===== config.mk =====
export PLATFORM = sky130hd
export DESIGN_NAME = spe_cell
export DESIGN_NICKNAME = d
export VERILOG_FILES = /design/src/spe_pkg.sv /design/src/spe_cell.sv
export SDC_FILE = /design/constraint.sdc
export NUM_CORES = 1
export LEC_CHECK = 0
export ABC_AREA = 1
export BUFFER_PORTS_ARGS = -buffer_cell sky130_fd_sc_hd__buf_2
export CORE_MARGIN = 2
export CORE_UTILIZATION = 40
export DETAILED_ROUTE_END_ITERATION = 10
export MAX_ROUTING_LAYER = met4
export PLACE_DENSITY_LB_ADDON = 0.1
export RECOVER_POWER = 50
export SLEW_MARGIN = 40
export SYNTH_ARGS = -nofsm -noshare
export SYNTH_HDL_FRONTEND = slang
export SYNTH_SLANG_ARGS = --single-unit

===== constraint.sdc =====
create_clock -name clk_i -period 1.48 [get_ports clk_i]
set_input_delay 0.296 -clock clk_i [delete_from_list [all_inputs] [get_ports clk_i]]
set_output_delay 0.296 -clock clk_i [all_outputs]
set_load 0.1 [all_outputs]

===== src/spe_pkg.sv =====
`default_nettype none
package spe_pkg;

  localparam int unsigned QW = 32;
  localparam int unsigned EW = 5;

  typedef enum logic [1:0] {
    CMD_CLEAR  = 2'd0,
    CMD_APPEND = 2'd1,
    CMD_EVAL   = 2'd2,
    CMD_DERIV  = 2'd3
  } cmd_e;

  typedef enum logic [2:0] {
    ST_IDLE,
    ST_LOAD,
    ST_POW,
    ST_TERM,
    ST_DIV,
    ST_ACC,
    ST_OUT
  } state_e;

  typedef struct packed {
    logic [QW-1:0] value;
    logic          divide_by_zero;
    logic          overflow;
    logic          table_full;
  } result_t;

  typedef struct packed {
    logic [1:0]    command;
    logic [QW-1:0] coefficient;
    logic [EW-1:0] exponent;
    logic [QW-1:0] point;
  } request_t;

  function automatic logic [QW-1:0] sat64(input logic signed [63:0] v, output logic ovf);
    logic signed [63:0] mx;
    logic signed [63:0] mn;
    mx = 64'sd2147483647;
    mn = -64'sd2147483648;
    ovf = 1'b0;
    if (v > mx) begin
      ovf = 1'b1;
      sat64 = 32'h7fffffff;
    end else if (v < mn) begin
      ovf = 1'b1;
      sat64 = 32'h80000000;
    end else begin
      sat64 = v[QW-1:0];
    end
  endfunction

endpackage
`default_nettype wire


===== src/spe_cell.sv =====
`default_nettype none
// One table slot: hold a term, shift toward the head on a walk
module spe_cell (
  input  logic                      clk_i,
  input  logic                      load_i,
  input  logic                      shift_i,
  input  logic [spe_pkg::QW-1:0]    load_coef_i,
  input  logic [spe_pkg::EW-1:0]    load_exp_i,
  input  logic [spe_pkg::QW-1:0]    prev_coef_i,
  input  logic [spe_pkg::EW-1:0]    prev_exp_i,
  output logic [spe_pkg::QW-1:0]    coef_o,
  output logic [spe_pkg::EW-1:0]    exp_o
);
  import spe_pkg::*;
  logic [QW-1:0] coef_q;
  logic [EW-1:0] exp_q;

  always_ff @(posedge clk_i) begin
    if (load_i) begin
      coef_q <= load_coef_i;
      exp_q  <= load_exp_i;
    end else if (shift_i) begin
      coef_q <= prev_coef_i;
      exp_q  <= prev_exp_i;
    end
  end

  assign coef_o = coef_q;
  assign exp_o  = exp_q;
endmodule
`default_nettype wire


==> key figures <==
Place
  • Port bufs: 113
  • Gpl congestion: 0.7481
  • Detailed-placement wirelength estimate: 2655 um

Synth
  • Post-synthesis instance total: 157
  • Mean Syn Cell Area: 10.18 um^2
  • Yosys reg bits: 37
  • Mapped Nets: 234
  • Post-Syn Area: 1599 um^2
  • Warnings from Yosys: 0
  • Synth cell types: 7
  • Sequential area share after synthesis: 69.48%

Hold path
  • Hold path startpoint: prev_coef_i[4]
  • Worst Hold Path Cells: 3
  • Type of the most critical hold path: in -> reg
  • Hold EP: coef_o[4]

Global route
  • Vias in the first global route: 1344
  • Initial antenna violation count: 0
  • First-pass GRT wire length: 5616 um
  • Largest net degree at the start of global routing: 38
  • GR Overflow Total: 0
  • All-Layer GR Usage: 17.48%

Clock tree
  • H-tree levels: 2
  • CTS Buffer Depth: 2
  • Sink Count: 37
  • Root Buffer: clkbuf_8
  • Num CTS Buffers: 5
  • Post-CTS Setup Bufs: 0
  • Hold buffers post-CTS: 0
  • Post_cts resized: 0
  • Clk slew on worst S/H paths: 0.06 ns
  • TritonCTS clock tree: built

Drt
  • WL/cell: 11.27 um
  • Post-DRT Antenna Nets: 0
  • First-pass DRT Iterations: 4
  • Post-detailed-routing wire length: 3629 um
  • Routed vias/inst: 4.475
  • Vias post-DR: 1441
  • DRC: 0
  • Initial drt markers: 87

Setup path
  • CP max stage cell: buf_2
  • Critical path class: reg -> out
  • Critical Path Max Stage Delay: 0.43 ns
  • CP Buf/Inv Count: 1
  • Peak fanout along the critical path: 1
  • Crit-path leading delay family: buffers and inverters
  • Worst Setup Start Kind: flop
  • Critical-path cell list: buf_2
  • CP Data Required Time: 1.18 ns
  • CP endpoint kind: primary output
  • Arrival time worst endpoint: 1.05 ns

Final layout
  • Sequential standard cell area: 1111 um^2
  • Layout Nets: 350
  • Layout cells sized above 1: 44.53%
  • ANT cells: 0
  • Fillcell total: 362
  • Area of the multi-input gates: 422.9 um^2
  • Area added between synthesis and finish: 41.47%
  • Post-Route Utilization: 60.43%

Timing
  • Hold Vio Cnt, Final: 0
  • FMAX: 0.7438 GHz
  • Slew headroom: 45.28%
  • Slew Limit Fails: 0
  • Tmin final: 1.345 ns
  • RSZ-0062 raised after global routing: no
  • Final period utilization: 90.85%
  • Worst Tran Pin Value: 0.8209 ns
  • Setup tns final: 0 ns
  • Final setup fails: 0

Floorplan
  • Initial core utilization: 42.71%
  • Standard-cell rows: 22
  • Die area: 4519 um^2
  • Core area: 3744 um^2
  • IO Count: 114
  • Chip width: 67.23 um
  • Height of the die: 67.23 um

Power
  • VDD IR max: 0.0007751 V
  • Pwr/cell area: 1389 nW/um^2
  • Power, Total: 3.143 mW
  • Static leakage: 1.211 nW

Run status
  • Status: finished clean

Flow run
  • Max Cap Viol: 0
through the flow:
stage / hold slack (ns) / std cells / instance area (um^2) / worst slack (ns)
3_5_place_dp: 0.5622 / 314 / 2198 / 0.2534
3_3_place_gp: 0.5619 / 314 / 2198 / 0.2900
2_1_floorplan: 0.4746 / 157 / 1599 / 0.1715
5_1_grt: 0.2711 / 322 / 2262 / 0.09057
6_report: 0.2742 / 322 / 2262 / 0.1355
4_1_cts: 0.2633 / 322 / 2278 / 0.1260
how the worst max path moves through the flow:
| stage | endpoint | depth (start not counted) | startpoint |
|---|---|---|---|
| floorplan | coef_o[0] | 2 | load_i |
| global placement | coef_o[10] | 3 | load_i |
| detailed placement | coef_o[3] | 4 | load_i |
| CTS | exp_o[3] | 1 | exp_o[3] |
| global route | coef_o[12] | 3 | load_i |
| finish | coef_o[3] | 1 | coef_o[3] |
cell families after synthesis:
group | share of synthesized area (%)
flops | 69.48
simple gates | 26.45
buf+inv | 4.068
where the power goes:
| part | total [mW] | switching [mW] | leakage, nW | internal [mW] |
|---|---|---|---|---|
| sequential | 1.31 | 0.0260 | 0.381 | 1.29 |
| combinational | 1.17 | 0.992 | 0.791 | 0.182 |
| clock | 0.655 | 0.321 | 0.0395 | 0.334 |
| total | 3.14 | 1.34 | 1.21 | 1.80 |
routing by layer:
| layer | global-route usage [%] | routed length, um | share of wire, % | vias up |
|---|---|---|---|---|
| li1 | - | - | - | 731 |
| met1 | 19.96 | 1481 | 41 | 625 |
| met2 | 27.97 | 1655 | 46 | 73 |
| met3 | 5.000 | 388 | 11 | 12 |
| met4 | 9.184 | 102 | 2.8 | 0 |
| met5 | - | 0 | 0 | - |
state kept, by name, indices dropped and copies added (netlist names):
name / count
exp_o: 5
coef_o: 32
cell usage after synthesis (all sizes together):
cell    count  area, um^2
or2         1       6.260
nand2     111       416.7
inv         1       3.750
buf         7       61.30
edfxtp     37        1111
cells in the final DEF, fill, tap and decap left out:
master	netlist	layout
clkbuf_1	0	4
inv_2	1	1
buf_4	3	2
edfxtp_1	37	37
or2_2	1	1
buf_2	1	113
clkbuf_8	0	5
nand2_1	111	111
cell type report:
type	count	share of cell area, %
Tap cell	48	2.655
Sequential cell	37	49.12
Multi-Input combinational cell	112	18.69
Inverter	1	0.1659
Timing Repair Buffer	116	25.83
Clock buffer	8	3.540
Note: power is estimated with default switching activity, not from simulation.
