==> src/spe_pkg.sv <==
`default_nettype none
package spe_pkg;

  localparam int unsigned QW = 32;
  localparam int unsigned EW = 5;

  typedef enum logic [1:0] {
    CMD_CLEAR  = 2'd0,
    CMD_APPEND = 2'd1,
    CMD_EVAL   = 2'd2,
    CMD_DERIV  = 2'd3
  } cmd_e;

  typedef enum logic [2:0] {
    ST_IDLE,
    ST_LOAD,
    ST_POW,
    ST_TERM,
    ST_DIV,
    ST_ACC,
    ST_OUT
  } state_e;

  typedef struct packed {
    logic [QW-1:0] value;
    logic          divide_by_zero;
    logic          overflow;
    logic          table_full;
  } result_t;

  typedef struct packed {
    logic [1:0]    command;
    logic [QW-1:0] coefficient;
    logic [EW-1:0] exponent;
    logic [QW-1:0] point;
  } request_t;

  function automatic logic [QW-1:0] sat64(input logic signed [63:0] v, output logic ovf);
    logic signed [63:0] mx;
    logic signed [63:0] mn;
    mx = 64'sd2147483647;
    mn = -64'sd2147483648;
    ovf = 1'b0;
    if (v > mx) begin
      ovf = 1'b1;
      sat64 = 32'h7fffffff;
    end else if (v < mn) begin
      ovf = 1'b1;
      sat64 = 32'h80000000;
    end else begin
      sat64 = v[QW-1:0];
    end
  endfunction

endpackage
`default_nettype wire

==> src/spe_divider.sv <==
`default_nettype none
// Restoring signed divide, one quotient bit per cycle, truncate toward zero
module spe_divider (
  input  logic                     clk_i,
  input  logic                     rst_ni,
  input  logic                     start_i,
  input  logic signed [63:0]       dividend_i,
  input  logic signed [31:0]       divisor_i,
  output logic                     done_o,
  output logic signed [63:0]       quotient_o
);
  import spe_pkg::*;
  logic [63:0] num_q, num_d;
  logic [31:0] den_q, den_d;
  logic [64:0] rem_q, rem_d;
  logic        neg_q, neg_d;
  logic [6:0]  cnt_q, cnt_d;
  logic        busy_q, busy_d;
  logic        done_q, done_d;
  logic [64:0] trial;

  always_comb begin
    num_d  = num_q;
    den_d  = den_q;
    rem_d  = rem_q;
    neg_d  = neg_q;
    cnt_d  = cnt_q;
    busy_d = busy_q;
    done_d = 1'b0;
    trial  = '0;
    if (start_i) begin
      num_d  = dividend_i[63] ? 64'(-dividend_i) : dividend_i;
      den_d  = divisor_i[31] ? 32'(-divisor_i) : divisor_i;
      neg_d  = dividend_i[63] ^ divisor_i[31];
      rem_d  = '0;
      cnt_d  = 7'd64;
      busy_d = 1'b1;
    end else if (busy_q) begin
      trial = {rem_q[63:0], num_q[63]};
      num_d = {num_q[62:0], 1'b0};
      if (trial >= {33'd0, den_q}) begin
        rem_d    = trial - {33'd0, den_q};
        num_d[0] = 1'b1;
      end else begin
        rem_d = trial;
      end
      cnt_d = cnt_q - 7'd1;
      if (cnt_q == 7'd1) begin
        busy_d = 1'b0;
        done_d = 1'b1;
      end
    end
  end

  always_ff @(posedge clk_i or negedge rst_ni) begin
    if (!rst_ni) begin
      busy_q <= 1'b0;
      done_q <= 1'b0;
      cnt_q  <= '0;
    end else begin
      busy_q <= busy_d;
      done_q <= done_d;
      cnt_q  <= cnt_d;
    end
  end

  always_ff @(posedge clk_i) begin
    num_q <= num_d;
    den_q <= den_d;
    rem_q <= rem_d;
    neg_q <= neg_d;
  end

  assign done_o     = done_q;
  assign quotient_o = neg_q ? 64'(-$signed(num_q)) : $signed(num_q);
endmodule
`default_nettype wire
==> config.mk <==
export PLATFORM = sky130hd
export DESIGN_NAME = spe_divider
export DESIGN_NICKNAME = d
export VERILOG_FILES = /design/src/spe_pkg.sv /design/src/spe_divider.sv
export SDC_FILE = /design/constraint.sdc
export NUM_CORES = 1
export LEC_CHECK = 0
export BUFFER_PORTS_ARGS = -buffer_cell sky130_fd_sc_hd__buf_2
export CORE_UTILIZATION = 30
export DETAILED_ROUTE_END_ITERATION = 10
export PLACE_DENSITY = 0.44
export SLEW_MARGIN = 20
export SYNTH_ARGS = -nofsm -noshare
export SYNTH_HDL_FRONTEND = slang
export SYNTH_SLANG_ARGS = --single-unit
==> constraint.sdc <==
create_clock -name clk_i -period 4.04 [get_ports clk_i]
set_clock_uncertainty 0.1 [all_clocks]
set_input_delay 0.202 -clock clk_i [delete_from_list [all_inputs] [get_ports clk_i]]
set_output_delay 0.202 -clock clk_i [all_outputs]
set_load 0.05 [all_outputs]
==> flow_summary.toml <==
[clock_tree]
clock-sinks = 170
numCtsBuffers = 17
root_buffer = "clkbuf_16"
clkTransAtPathRegs_ns = 0.07
cts_tree = "built"
clockBufferDepth = 2
htree_levels = 4
clock_latency_ns = 0.44

[global_routing]
overflow = 0
grt_max_degree = 125
grt_use_total_pct = 17.6
grt_pass1_wl_um = 58600
grt_pass1_vias = 10745
antenna_found_initial = 1

[sta]
relSlewSlack_pct = 32.1
rsz0062_at_grt = "true"
hold_viol_final = 0
fin_crit_ns = 4.04
tns_ns = 0
slew_viol_final = 0
max_freq_mhz = 248
setup_viol = 0
fin_crit_sh_pct = 99.9
fin_ws_ns = 0.00341
tightestPinTransition_ns = 1.02

[logic_synthesis]
yosysTopAreaCell = "edfxtp_1"
async_flop_share_pct = 5.29
ys_top_cells_by_area = "edfxtp_1 23%, dfxtp_1 10%, xnor2_1 9.5%"
syn_nets = 1603
netlist_area_mm2 = 0.0125
yosysMostFrequentCell = "nor2_1"
syn_avg_cell_area_um2 = 8.55
synth-edff-count = 97
synthDominantCellAreaShare_pct = 23.2
synth_common_cells = "153 x nor2_1, 136 x xnor2_1, 127 x nand2_1"
synth-seq-cells = 170
ys_warn_count = 0
netlist_instances = 1466
synth_cell_types = 77
yosys_most_used_dff = "edfxtp_1"
seq_area_frac_synth_pct = 35.3

[critical_path]
critPathTopFamily = "simple AND/OR/NAND/NOR gates"
worst_path_most_repeated_cell = "or3_4"
critPathLaunchType = "register"
arrival_ns = 3.73
critPathBufInv = 1
reg2reg_setup_slack_ns = 0.39
crit_slowest_cell = "or4_4"
crit_chain = "or4_4, nor2_2, nand4_1, or2_1, or3_4, or3_4, or3_4, o31ai_2, xnor2_1, buf_4"
max_stage_delay_ns = 0.57
crit_fanout = 5
critical_path_class = "reg -> out"
required_ns = 3.74
cp-end-kind = "output port"

[outcome]
status = "complete, but fails checks"
violations = "DRC"

[floorplanning]
initial_core_util_pct = 30.6
die_h_um = 206
die_area_mm2 = 0.0426
boundaryPins = 164
rows = 74
die_x_um = 206
core_mm2 = 0.0410

[routing]
routed_wl_um = 37200
vias = 11353
ant_nets = 0
wl_per_cell_um = 17.0
drt-pass1-iter-count = 8
drtIter0Drc = 646
routed_via_density = 5.18
drcViolationCount = 41

[layout]
layout-drive-gt1-share_pct = 17.8
n_antenna_cell = 0
final_cell_area_mm2 = 0.0150
final_cells = 2193
syn_to_final_growth_pct = 20.0
fin_util_pct = 36.7
layout.nets = 1785
fillers = 4260

[power_and_ir_drop]
vdd_drop_max_uv = 346
cellPowerDensity_mw_per_mm2 = 604
p_leak_nw = 5.68

[place]
dpl_cell_area_mm2 = 0.0139
dp.cells = 2115
io_buffers = 163
hpwl_um = 27700
preCtsSetupSlack_ns = 0.259
place_congestion = 0.851

[job]
cap_violations = 0

[min_path]
hp-class = "in -> reg"
==> power by group <==
| part | internal, mW | switching (mW) |
|---|---|---|
| logic | 1.83 | 2.90 |
| registers | 2.30 | 0.447 |
| clock network | 0.873 | 0.728 |
| total | 5.01 | 4.08 |
==> worst paths after layout <==
path	start	endpoint	cells after the start
worst max-delay path	num_q[18]$_DFFE_PP_	quotient_o[59]	10
worst min-delay path	divisor_i[6]	den_q[6]$_DFFE_PP_	2
worst max register to register	den_q[17]$_DFFE_PP_	rem_q[60]$_SDFFE_PP0P_	11
worst min register to register	rem_q[63]$_SDFFE_PP0P_	rem_q[63]$_SDFFE_PP0P_	2
max in group asynchronous	rst_ni	busy_q$_DFF_PN0_	2
min in group asynchronous	rst_ni	done_o$_DFF_PN0_	2
==> cells by family after synthesis <==
logic type               after synthesis  synth area share, %
buffers and inverters                135                 4.29
adder cells (fa/ha/maj)               38                 3.85
multiplexers                          21                 1.76
flip-flops                           170                 35.3
XOR/XNOR                             205                 14.3
AND/OR/NAND/NOR                      507                 20.5
AO/OA/AOI/OAI                        390                 20.0
==> sequential cells by signal, summed over array words and instances (netlist names) <==
name / cells
neg_q: 1
den_q: 32
busy_q: 1
num_q: 64
rem_q: 64
done_o: 1
cnt_q: 7
==> stage by stage <==
step / power (mW) / hold slack, ns
final: 9.08 / 0.0314
after global routing: 9.74 / 0.0259
after CTS: 9.12 / 0.00883
after detailed placement: 7.41 / -0.0209
after global placement: 7.41 / -0.0248
after floorplan: 6.25 / -0.194
==> cell type report <==
| type | instances | area (um^2) | area share, % |
|---|---|---|---|
| Tap cell | 532 | 666 | 4.43 |
| Multi-Input combinational cell | 1161 | 7670 | 51.0 |
| Clock buffer | 22 | 497 | 3.30 |
| Sequential cell | 170 | 4420 | 29.4 |
| Clock inverter | 10 | 65.1 | 0.433 |
| Timing Repair Buffer | 238 | 1500 | 9.97 |
| Inverter | 60 | 225 | 1.50 |
==> cells in the final DEF, fill, tap and decap left out, types with 41 or more instances in the layout <==
master    count
a21oi_1     114
buf_2       150
buf_4        57
dfxtp_1      64
edfxtp_1     97
inv_1        59
nand2_1     127
nor2_1      151
o21ai_0      96
o31ai_1      41
xnor2_1     136
xor2_1       69
==> layer usage <==
metal / wire length, um / vias to the layer above / global-route usage [%] / part of all wire (%)
met3: 1590 / 23 / 2.38 / 4.3
met5: 0 / - / 0 / 0
li1: - / 5708 / - / -
met2: 17000 / 232 / 28.4 / 46
met4: 372 / 0 / 4.18 / 1.0
met1: 18300 / 5390 / 24.6 / 49
==> repair_timing <==
item,in CTS,in global routing
pin swaps,5,9
hold endpoints to repair,38,0
resized for setup,18,14
hold buffers,29,0
endpoints found under the setup margin,9,14
setup buffers,14,3
(Power assumes the default switching activity.)
